[src/rtl/core/iida_pkg.sv]
package iida_pkg;

  // Field widths of the transfer payloads
  localparam int unsigned ACT_W  = 3;
  localparam int unsigned POS_W  = 5;
  localparam int unsigned VAL_W  = 32;
  localparam int unsigned ST_W   = 2;
  localparam int unsigned FILL_W = 5;

  // Action codes
  localparam logic [ACT_W-1:0] ACT_APPEND = 3'd0;
  localparam logic [ACT_W-1:0] ACT_REMOVE = 3'd1;
  localparam logic [ACT_W-1:0] ACT_INSERT = 3'd2;
  localparam logic [ACT_W-1:0] ACT_DELETE = 3'd3;
  localparam logic [ACT_W-1:0] ACT_READ   = 3'd4;

  // Status codes
  localparam logic [ST_W-1:0] ST_OK    = 2'd0;
  localparam logic [ST_W-1:0] ST_FULL  = 2'd1;
  localparam logic [ST_W-1:0] ST_EMPTY = 2'd2;
  localparam logic [ST_W-1:0] ST_RANGE = 2'd3;

  // Command broadcast from the controller to every cell
  typedef struct packed {
    logic ins;  // write word at pos, shift entries at and above pos up
    logic del;  // shift entries above pos down onto pos
    logic rd;   // drive the entry at pos onto the read bus
  } iida_cmd_t;

endpackage

[src/rtl/core/iida_cell.sv]
module iida_cell
  import iida_pkg::*;
#(
  parameter int unsigned DATA_WIDTH = 32,
  parameter int unsigned IDX_W      = 4,
  parameter int unsigned INDEX      = 0
) (
  input  logic                  clk,
  input  iida_cmd_t             cmd,
  input  logic [IDX_W-1:0]      pos_idx,
  input  logic [DATA_WIDTH-1:0] word,
  input  logic [DATA_WIDTH-1:0] left_data,
  input  logic [DATA_WIDTH-1:0] right_data,
  output logic [DATA_WIDTH-1:0] data_o,
  output logic [DATA_WIDTH-1:0] rd_o
);

  localparam logic [IDX_W-1:0] MY_IDX = IDX_W'(INDEX);

  logic [DATA_WIDTH-1:0] data_r;
  logic [DATA_WIDTH-1:0] data_nxt;
  logic                  hit;
  logic                  above;

  assign hit   = (pos_idx == MY_IDX);
  assign above = (MY_IDX > pos_idx);

  // Load, take from the lower neighbor, take from the upper neighbor, or hold
  always_comb begin
    priority if (cmd.ins && hit) begin
      data_nxt = word;
    end else if (cmd.ins && above) begin
      data_nxt = left_data;
    end else if (cmd.del && (hit || above)) begin
      data_nxt = right_data;
    end else begin
      data_nxt = data_r;
    end
  end

  always_ff @(posedge clk) begin
    data_r <= data_nxt;
  end

  assign data_o = data_r;
  // Drive the read bus only when addressed
  assign rd_o   = (cmd.rd && hit) ? data_r : '0;

endmodule

[config.mk]
export PLATFORM = sky130hd
export DESIGN_NAME = iida_cell
export DESIGN_NICKNAME = d
export VERILOG_FILES = /design/src/rtl/core/iida_pkg.sv /design/src/rtl/core/iida_cell.sv
export SDC_FILE = /design/constraint.sdc
export NUM_CORES = 1
export LEC_CHECK = 0
export BUFFER_PORTS_ARGS = -buffer_cell sky130_fd_sc_hd__buf_4
export CAP_MARGIN = 10
export CORE_AREA = 4 4 71 73
export CTS_BUF_LIST = sky130_fd_sc_hd__clkbuf_8
export DETAILED_ROUTE_END_ITERATION = 8
export DIE_AREA = 0 0 75 77
export PLACE_DENSITY = 0.87
export SYNTH_ARGS = -nofsm -noshare
export SYNTH_HDL_FRONTEND = slang
export SYNTH_SLANG_ARGS = --single-unit
[constraint.sdc]
create_clock -name clk -period 5.24 [get_ports clk]
set_input_delay 0.786 -clock clk [delete_from_list [all_inputs] [get_ports clk]]
set_output_delay 0.786 -clock clk [all_outputs]
set_load 0.02 [all_outputs]
== Word-level counts from Yosys, hierarchy flattened ==
Cells that the tools add are included.

* Output and inout port bits: 64
* Logic and storage cells: 13
* Bits in registers: 32
* Input bits: 104

* Reductions and logical operators: 7
* $lt $le $gt $ge: 1
* Mux-type cells: 4

{| class="wikitable"
|+ Operator list
! cell !! count
|-
| $mux 32 || 4
|-
| $gt 1x4->1 const A || 1
|-
| $logic_and 1x1->1 || 4
|-
| $logic_not 4->1 || 1
|-
| $reduce_bool 3->1 || 1
|-
| $logic_or 1x1->1 || 1
|}

== Logic depth before layout (Yosys ltp) ==
* Depth in word-level cells: 6
* Depth in mapped cells: 4
* Mapped depth without buffers: 3

== Worst setup path before layout ==
No wires, ideal clock.

* Path type: input port to flip-flop
* From: input port pos_idx[3]
* To: register data_r[0], in the netlist data_o[0] (enable)
* Required time: 4.849 ns
* Library setup time: 0.391 ns
* Slack: 2.586 ns
* Arrival time: 2.263 ns
* Cell stages on the path: 3
* Buffers on the path: 1
* Cells stage by stage: nor4_4 clkbuf_1 o21a_1

* Word-level cells in the longest chain between the ends: 4
* Elaborated cells on any way between the ends: 7
* Classes of those cells: 1 x order compare; 6 x reduce/logical

{| class="wikitable"
|+ RTL lines
! element !! RTL line !! text
|-
| start, declared || iida_cell.sv:10 || <nowiki>input logic [IDX_W-1:0] pos_idx,</nowiki>
|-
| $gt 1x4->1 or $logic_not 4->1 (tied branches) || iida_cell.sv:26, iida_cell.sv:25 ||
|-
| $logic_or 1x1->1 || iida_cell.sv:34 || <nowiki>end else if (cmd.del && (hit || above)) begin</nowiki>
|-
| $logic_and 1x1->1 || iida_cell.sv:34 ||
|-
| $reduce_bool 3->1 (no line) (*) || n/a ||
|-
| end signal, assigned || iida_cell.sv:42 || <nowiki>data_r <= data_nxt;</nowiki>
|-
| end, declared || iida_cell.sv:20 || <nowiki>logic [DATA_WIDTH-1:0] data_r;</nowiki>
|}

Mark *: on every way between the ends. The rest lies on a longest branch, timed or not.
A chain may end at the register's enable or synchronous reset.

== Final worst setup path ==
* From: input port pos_idx[3]
* To: output port rd_o[19]

* Word-level cells in the longest chain between the ends: 3

{| class="wikitable"
|+ RTL lines
! element !! RTL line !! text
|-
| $logic_not 4->1 || iida_cell.sv:25 || <nowiki>assign hit = (pos_idx == MY_IDX);</nowiki>
|-
| $logic_and 1x1->1 || iida_cell.sv:47 || <nowiki>assign rd_o = (cmd.rd && hit) ? data_r : '0;</nowiki>
|-
| $mux 32 || iida_cell.sv:47 ||
|-
| end, declared || iida_cell.sv:15 || <nowiki>output logic [DATA_WIDTH-1:0] rd_o</nowiki>
|}

No other way between the ends.

==> results.sh <==
export IMPL_synth_warnings=0
export IMPL_synthesis_nets=212
export IMPL_drtPass1Iterations=4
export IMPL_postCtsHoldBufs=0
export IMPL_start_kind="input pin"
export IMPL_syn_area_per_cell_sq_um=16.0
export IMPL_rsz0062_at_grt="false"
export IMPL_worstHoldPathType="input pin to flip-flop"
export IMPL_endpoint_kind="output port"
export IMPL_cts_tree="yes"
export IMPL_criticalPathCategory="input pin to output port"
export IMPL_clock_sinks=32
export IMPL_power_total_uw=558
export IMPL_outcome="complete, no violations"
export IMPL_synthMuxAreaShare_pct=27.3
export IMPL_cts_resized=0
export IMPL_vias=1445
export IMPL_yosys_area_share_simple_pct=13.4
export IMPL_cts_root_buf="clkbuf_8"
export IMPL_setup_viol=0
export IMPL_path_clk_slew_ps=60
export IMPL_ios=168
export IMPL_grt_usage_pct=18.1
export IMPL_h_tree_depth=2
export IMPL_synthAdderAreaFrac_pct=0
export IMPL_required_ps=4450
export IMPL_post_dp_cell_area_sq_um=2770
export IMPL_placeableCoreArea_sq_um=4350
export IMPL_synth_xor_area_share_pct=0
export IMPL_pwr_share_clk_pct=29.1
export IMPL_place_gp_congestion=0.677
export IMPL_power_density_nw_per_um2=197
export IMPL_swShare_pct=20.9
export IMPL_finalCritPeriodShare_pct=50.9
export IMPL_drt_iter0_markers=51
export IMPL_final_cell_mix="137 x buf_4, 32 x and3_1, 32 x edfxtp_1"
export IMPL_crit_arrival_ps=1880
export IMPL_period_minus_slack_ps=2670
export IMPL_drive_gt1_share_pct=73.0
export IMPL_p_int_uw=441
export IMPL_combPwrFrac_pct=18.2
export IMPL_synth_seq_cells=32
export IMPL_synth_cell_types=9
export IMPL_die_height_microns=77
export IMPL_postCtsSetupBuffers=0
export IMPL_grt_first_pass_wirelength_mm=7.77
export IMPL_drc=0
export IMPL_antenna_found_initial=0
export IMPL_syn_area_sq_um=1730
export IMPL_grt_ovfl_total=0
export IMPL_ir_worst_vdd_v=0.000120
export IMPL_syn_to_final_growth_pct=63.9
export IMPL_wl_per_cell_microns=17.7
export IMPL_tightest_slew_ps=586
export IMPL_grt_max_degree=35
export IMPL_synth_top_family_by_area="multiplexers"
export IMPL_die_w_microns=75
export IMPL_initial_core_util_pct=39.7
export IMPL_synth_compound_area_share_pct=0.434
export IMPL_path_max_fanout=34
export IMPL_net_switching_power_uw=117
export IMPL_p_leak_nw=1.51
export IMPL_final_nets=347
export IMPL_cts_buffers=5
export IMPL_p_seq_share_pct=52.7
export IMPL_hold_viol=0
export IMPL_postLayoutCellArea_sq_um=2840
export IMPL_die_area_sq_um=5780
export IMPL_fmax_mhz=375
export IMPL_port_buffers=135
export IMPL_wl_mm=5.18
export IMPL_tns_ps=0
export IMPL_cts_path_max_buffers=2
export IMPL_grt_pass1_vias=1568
export IMPL_ys_seq_area_share_pct=55.5
export IMPL_largest_reg_flops=32
export IMPL_slew_headroom_pct=60.9
export IMPL_hold_ws_ps=811
export IMPL_ant_nets=0
export IMPL_slew_viol_final=0
export IMPL_num_rows=24
export IMPL_syn_inst=108
export IMPL_cap_violations=0
export IMPL_num_antenna_cells=0
export IMPL_layout_commonest_cell="buf_4"
export IMPL_routed_via_density=4.93
-- cell families (layout without fill, tap and decap cells) --
group | count (synthesis) | in the layout
compound gates | 1 | 1
buf+inv | 9 | 142
flops | 32 | 32
mux | 32 | 32
simple gates | 34 | 34
-- power groups by stage --
stage	Combinational (mW)	Sequential, mW	Clock [mW]
CTS	0.103	0.294	0.168
floorplan	0.0344	0.307	0
global route	0.109	0.294	0.178
finish	0.102	0.294	0.162
global placement	0.0996	0.298	0
detailed placement	0.103	0.299	0
-- worst max-delay path: stages --
cell,delay [ps]
buf_4,120
nor4_4,250
buf_4,340
and3_1,230
buf_4,150
-- routing by layer --
layer	track usage [%]	wire length, microns	vias up	share of wire, %
li1	-	-	682	-
met4	3.74	25	0	0.48
met2	35.5	3020	73	58
met1	16.7	1660	688	32
met5	0	0	-	0
met3	7.19	469	2	9.0
-- per-stage QoR --
step                utilization [%]  instances  worst slack [ps]
floorplan                         -        108              2590
global placement               63.6        288              2620
finish                         65.1        293              2570
global route                   65.1        293              2540
detailed placement             63.6        288              2580
CTS                            65.1        293              2570
-- worst paths after layout --
kind                  slack (ps)  cells after the start       start                   end
worst max-delay path        2570                      5  pos_idx[3]              rd_o[19]
worst min-delay path         810                      2    word[10]  data_o[10]$_DFFE_PP_
-- synthesized netlist by cell type (all sizes together) --
| master | count | area, sq um |
|---|---|---|
| o21a | 1 | 7.51 |
| edfxtp | 32 | 961 |
| nor4 | 1 | 21.3 |
| and3 | 32 | 200 |
| buf | 3 | 33.8 |
| nand2 | 1 | 11.3 |
| mux2 | 32 | 473 |
| clkbuf | 6 | 22.5 |
-- cell type report --
type / instances / area (sq um)
fill: 349 / 1520
timing repair buffer: 137 / 1030
sequential: 32 / 961
multi-input combinational: 67 / 713
clock buffer: 5 / 68.8
tap: 52 / 65.1
Note: power is estimated with default switching activity, not from simulation.
